**config.mk**
```make
export PLATFORM = sky130hd
export DESIGN_NAME = mtf_cell
export DESIGN_NICKNAME = d
export VERILOG_FILES = /design/src/rtl/core/mtf_pkg.sv /design/src/rtl/core/mtf_cell.sv
export SDC_FILE = /design/constraint.sdc
export NUM_CORES = 1
export LEC_CHECK = 0
export BUFFER_PORTS_ARGS = -buffer_cell sky130_fd_sc_hd__buf_4
export CORE_AREA = 10 10 65 67
export CTS_CLUSTER_DIAMETER = 50
export CTS_CLUSTER_SIZE = 10
export DETAILED_ROUTE_END_ITERATION = 6
export DIE_AREA = 0 0 75 77
export GPL_TIMING_DRIVEN = 1
export PLACE_DENSITY = 0.77
export SETUP_SLACK_MARGIN = 0.1
export SLEW_MARGIN = 40
export SYNTH_ARGS = -nofsm -noshare
export SYNTH_HDL_FRONTEND = slang
export SYNTH_SLANG_ARGS = --single-unit
```
**constraint.sdc**
```tcl
create_clock -name clock -period 2.85 [get_ports clock]
set_clock_uncertainty 0.05 [all_clocks]
set_input_delay 0.57 -clock clock [delete_from_list [all_inputs] [get_ports clock]]
set_output_delay 0.57 -clock clock [all_outputs]
set_load 0.005 [all_outputs]
```
**src/rtl/core/mtf_pkg.sv**
```systemverilog
package mtf_pkg;

   // width of every item and result field
   localparam int FIELD_W = 9;

   // default number of list cells
   localparam int MAX_ITEMS_DEF = 256;

   // list_size after reset
   localparam logic [FIELD_W-1:0] LIST_SIZE_RESET = 9'd256;

   // request kinds
   localparam logic FUNC_ACCESS = 1'b0;
   localparam logic FUNC_REPORT = 1'b1;

   // control flags that travel with a request down the cell chain
   typedef struct packed {
      logic valid;
      logic func;
      logic bad;
      logic found;
   } mtf_ctl_type;

endpackage

```
**src/rtl/core/mtf_cell.sv**
```systemverilog
module mtf_cell
   import mtf_pkg::*;
#(
   parameter int MAX_ITEMS = MAX_ITEMS_DEF,
   parameter int INDEX     = 0
) (
   input  logic                             clock,
   input  logic                             reset,
   input  logic                             advance,
   input  mtf_ctl_type                      in_ctl,
   input  logic [$clog2(MAX_ITEMS)-1:0]     in_code,
   input  logic [$clog2(MAX_ITEMS)-1:0]     in_carry,
   input  logic [$clog2(MAX_ITEMS+1)-1:0]   in_pos,
   output mtf_ctl_type                      out_ctl,
   output logic [$clog2(MAX_ITEMS)-1:0]     out_code,
   output logic [$clog2(MAX_ITEMS)-1:0]     out_carry,
   output logic [$clog2(MAX_ITEMS+1)-1:0]   out_pos
);

   localparam int CW = $clog2(MAX_ITEMS);
   localparam int PW = $clog2(MAX_ITEMS + 1);

   logic [CW-1:0] value_ff;
   logic [CW-1:0] value_in;
   mtf_ctl_type   ctl_ff;
   mtf_ctl_type   ctl_in;
   logic [CW-1:0] code_ff;
   logic [CW-1:0] carry_ff;
   logic [PW-1:0] pos_ff;
   logic [PW-1:0] pos_in;
   logic          live;
   logic          hit;
   logic          take;

   // a request still searching looks at this cell
   assign live = in_ctl.valid && !in_ctl.bad && !in_ctl.found;
   assign hit  = live && (value_ff == in_code);
   assign take = live && (in_ctl.func == FUNC_ACCESS);

   // an access pushes the carried identifier in and the old one out
   always_comb begin
      value_in = take ? in_carry : value_ff;
      ctl_in = in_ctl;
      ctl_in.found = in_ctl.found | hit;
      pos_in = hit ? PW'(INDEX + 1) : in_pos;
   end

   // cell contents, reset to the identity order
   always_ff @(posedge clock) begin
      if (reset) begin
         value_ff <= CW'(INDEX);
      end else if (advance) begin
         value_ff <= value_in;
      end
   end

   // request stage to the next cell
   always_ff @(posedge clock) begin
      if (reset) begin
         ctl_ff <= '0;
      end else if (advance) begin
         ctl_ff <= ctl_in;
      end
   end

   always_ff @(posedge clock) begin
      if (advance) begin
         code_ff  <= in_code;
         carry_ff <= value_ff;
         pos_ff   <= pos_in;
      end
   end

   assign out_ctl   = ctl_ff;
   assign out_code  = code_ff;
   assign out_carry = carry_ff;
   assign out_pos   = pos_ff;

endmodule

```
# --- After elaboration in Yosys (flattened, before gate mapping) ---
# Cells that the tools add are included.
word_totals:
  regBits: 37
  in_bits: 32
  output_inout_bits: 29
  elab_cells: 18
classes:
  n_eq_ne: 1
  bitwise: 2
  reduce_logical: 7
op_table:
  columns: ["cell", "n"]
  rows:
  - ["== test 8 bit", 1]
  - ["logical AND 1 bit", 4]
  - ["zero test 1 bit", 2]
  - ["AND reduction 2 bit", 1]
  - ["NOT 1 bit", 1]
  - ["OR 1 bit", 1]

# --- Logic depth before layout (Yosys ltp) ---
depth:
  word_depth: 5
  depth_mapped: 6
  ltp_nobuf: 4

# --- Least setup slack after synthesis ---
# Ideal clock, no wire load.
synth_timing:
  path_type: "input port to flip-flop"
  startpoint: "input in_code[6]"
  endpoint: "register pos_ff[1] (netlist: out_pos[1]), data pin"
  setup_ps: 255
  t_arrival_ps: 1452
  required_time_ps: 2545
  slack_ps: 1093
  path_stages: 4
  n_path_buf: 0
  path_cell_list: "xnor2_1 nand3_1 nor4_4 and2b_2"
synth_via:
  elab_chain_cells: 2
synth_lines:
  columns: ["element", "line_no", "text"]
  rows:
  - ["start, declared", "mtf_cell.sv:11", "input logic [$clog2(MAX_ITEMS)-1:0] in_code,"]
  - ["== test 8 bit", "mtf_cell.sv:37", "assign hit = live && (value_ff == in_code);"]
  - ["logical AND 1 bit", "mtf_cell.sv:37", null]
  - ["end signal, assigned", "mtf_cell.sv:70", "pos_ff <= pos_in;"]
  - ["end, declared", "mtf_cell.sv:29", "logic [PW-1:0] pos_ff;"]
# No other way between the ends.
# A chain may end at the register's enable or synchronous reset.

# --- Worst setup path after layout ---
layout_timing:
  startpoint: "input in_ctl[1] (netlist name)"
  endpoint: "register pos_ff[8] (netlist: out_pos[8]), data pin"
layout_via:
  elab_chain_cells: 4
layout_lines:
  columns: ["element", "line_no", "text"]
  rows:
  - ["start, declared", "mtf_cell.sv:10", "input mtf_ctl_type in_ctl,"]
  - ["zero test 1 bit", "mtf_cell.sv:36", "assign live = in_ctl.valid && !in_ctl.bad && !in_ctl.found;"]
  - ["logical AND 1 bit (2 in series)", "mtf_cell.sv:36", null]
  - ["logical AND 1 bit", "mtf_cell.sv:37", null]
# No other way between the ends.

==> impl_results.md <==
- Setup CP Type: input pin to flop
- Slew @ Worst Pin: 0.4091 ns
- Pwr Density: 513.2 nW/um^2
- NetSw: 0.0002141 W
- Number of setup buffers added after CTS: 0
- Critical Path RT: 2.90 ns
- Register area share after synthesis: 0.7174
- Clk Tree Root Cell: clkbuf_4
- Vias in the first global route: 996
- # H-tree levels: 2
- R2r worst-path depth: 4
- # port buffers: 60
- Dpl hpwl: 2445 microns
- Total gr overflow: 0
- Hold Crit Class: input pin to flop
- Mux cell area share after synthesis: 0.07971
- Post-synthesis simple-gate area fraction: 0.1350
- Fin crit period: 1.698 ns
- Largest net degree at the start of global routing: 31
- TNS Setup: 0 ns
- Total number of vias: 887
- Sw Ratio: 0.2172
- Logic pwr share: 0.121
- Worst r2r src: value_ff[6]
- Syn Inst Count: 88
- Mean routed wirelength per cell: 16.40 microns
- R2r endpoint: out_pos[8]
- Flops & latches, synth: 37
- Worst-path fanout max: 10
- Post-synthesis xor/xnor area fraction: 0.05072
- Clock power frac: 0.258
- Row cnt: 20
- Placer Congestion: 0.7262
- I/O pin count: 61
- Routed vias/inst: 4.718
- CTS buffer count: 5
- Mapped cell area: 1381 sq um
- Reg power frac: 0.621
- Largest family of logic cells by synthesized area: simple AND/OR/NAND/NOR gates
- CP endpoint kind: flop
- Area Overhead vs Synth: 39.04%
- Slack of the worst reg-to-reg path: 1.19 ns
- Peak supply drop: 0.3564 mV
- Drt drc: 0
- # setup viols final: 0
- Leak: 0.7975 nW
- Max_slew headroom: 0.7252
- Die width: 75 microns
- Adder-cell share of the synthesized area: 0
- Antenna viol nets, final: 0
- Most frequent cells in the layout: buf_4 (62), edfxtp_1 (25), nor2_1 (13)
- Hold path cells: 1
- Post-CTS sizing: 0
- Status: completed
- Antenna violations before repair: 0
- Final Hold Viols: 0
- Internal power: 0.0007715 W
- Critical Path AT: 1.75 ns
- Syn nets: 120
- Die area: 5775 sq um
- Cts hold-fix bufs: 0
- Clock tree buffer depth: 2
- Clk slew on worst S/H paths: 0.10 ns
- Fill cells: 231
- Final core occ: 0.6450
- Initial Utilization: 0.4639
- Core area: 2978 sq um
- Yosys warns: 0
- Max-slew violation count: 0
- CTS tree: built
- Initial DRC count: 21
- Max Fclk: 0.5889 GHz
- Global-route wire length before repair: 4954 microns
- Share of cells above drive strength 1: 0.5032
- Max cap viols: 0
- Post-synth cell types: 18
- Type of origin of the critical path: input pin
- Global Route Usage Sum: 0.1146
- CTS sink cnt: 37
- TritonRoute pass-1 iters: 2
- Inserted Diodes: 0
- Syn Area/Cell: 15.70 sq um
- Hold path endpoint: out_code[0]
- Post-synthesis compound-gate area fraction: 0.005435
- Clock latency at the later pin of the worst-skew pair: 0.34 ns
- Most common cell after layout, fill and taps aside: buf_4
- Die H: 77 microns
- RSZ-0062 raised after global routing: false
- Nets: 186
- Final period util: 0.5958
- Final wirelength: 3084 microns
- Worst Hold Launch: in_code[0]
-- synthesized netlist by cell type (all sizes together) --
library cell  count  area share
dfxtp            12        0.17
nand3             1      0.0036
clkbuf            2      0.0063
or2               1      0.0045
o21a              1      0.0054
nor4              1       0.015
xnor2             6       0.038
xor2              2       0.013
edfxtp           25        0.54
and2b             8       0.051
nand2b            1      0.0045
buf               1      0.0054
mux2i            11       0.080
nor3b             1      0.0054
nand4             1      0.0045
nor4b             1       0.011
nor2             13       0.035
-- cell type report --
type	count	area, sq um	area share
clock inverters	1	3.754	0.001954
repair buffers	62	465.4	0.2423
clock buffers	7	45.04	0.02345
multi-input cells	48	374.1	0.1948
flip-flops and latches	37	991.0	0.5160
well taps	33	41.29	0.02150
-- worst max path at each step --
| stage | start | endpoint | slack (ns) | cells past startpoint |
|---|---|---|---|---|
| floorplan | in_code[6] | out_pos[1] | 1.09 | 4 |
| global placement | in_ctl[1] | out_pos[5] | 0.79 | 5 |
| detailed placement | in_ctl[1] | out_pos[3] | 0.74 | 5 |
| CTS | in_ctl[1] | out_pos[8] | 1.11 | 5 |
| global route | in_ctl[1] | out_pos[6] | 1.01 | 5 |
| finish | in_ctl[1] | out_pos[8] | 1.15 | 5 |
-- registers in the layout, summed over array words and instances (netlist names) --
name       flops
value_ff       8
out_carry      8
out_ctl        4
out_pos        9
out_code       8
-- cell families after synthesis --
kind of cell              after synthesis
and+or+nand+nor                        28
AOI/OAI and AO/OA                       1
buffers and inverters                   3
xor gates and xnor gates                8
DFF                                    37
muxes                                  11
-- layer usage --
layer | GRT usage | routed length [microns] | vias to the layer above
li1 | - | - | 441
met1 | 0.1243 | 1276 | 396
met2 | 0.1717 | 1354 | 46
met3 | 0.08237 | 424 | 4
met4 | 0.03409 | 29 | 0
met5 | 0 | 0 | -
-- power groups by stage --
stage	clock network [W]	logic [W]	registers [W]
finish	0.000254	0.000119	0.000612
global route	0.000295	0.000131	0.000616
floorplan	0	0.0000267	0.000628
CTS	0.000264	0.000122	0.000613
global placement	0	0.000119	0.000624
detailed placement	0	0.000122	0.000625
-- metrics by stage --
| stage | cell area, sq um | setup WS (ns) | total power, W | cells | hold WS, ns |
|---|---|---|---|---|---|
| floorplan | 1381 | 1.093 | 0.0006549 | 88 | 0.3992 |
| global placement | 1872 | 0.7885 | 0.0007429 | 180 | 0.4090 |
| detailed placement | 1872 | 0.7405 | 0.0007465 | 180 | 0.4129 |
| CTS | 1921 | 1.110 | 0.0009989 | 188 | 0.3522 |
| global route | 1921 | 1.011 | 0.001042 | 188 | 0.3351 |
| finish | 1921 | 1.152 | 0.0009856 | 188 | 0.3638 |
-- worst max-delay path, cell delays in order --
cell,delay [ns]
buf_4,0.12
nor3b_1,0.25
nand4_1,0.20
nor4_4,0.34
and2b_2,0.27
No activity file was read; power rests on OpenSTA's default activity.
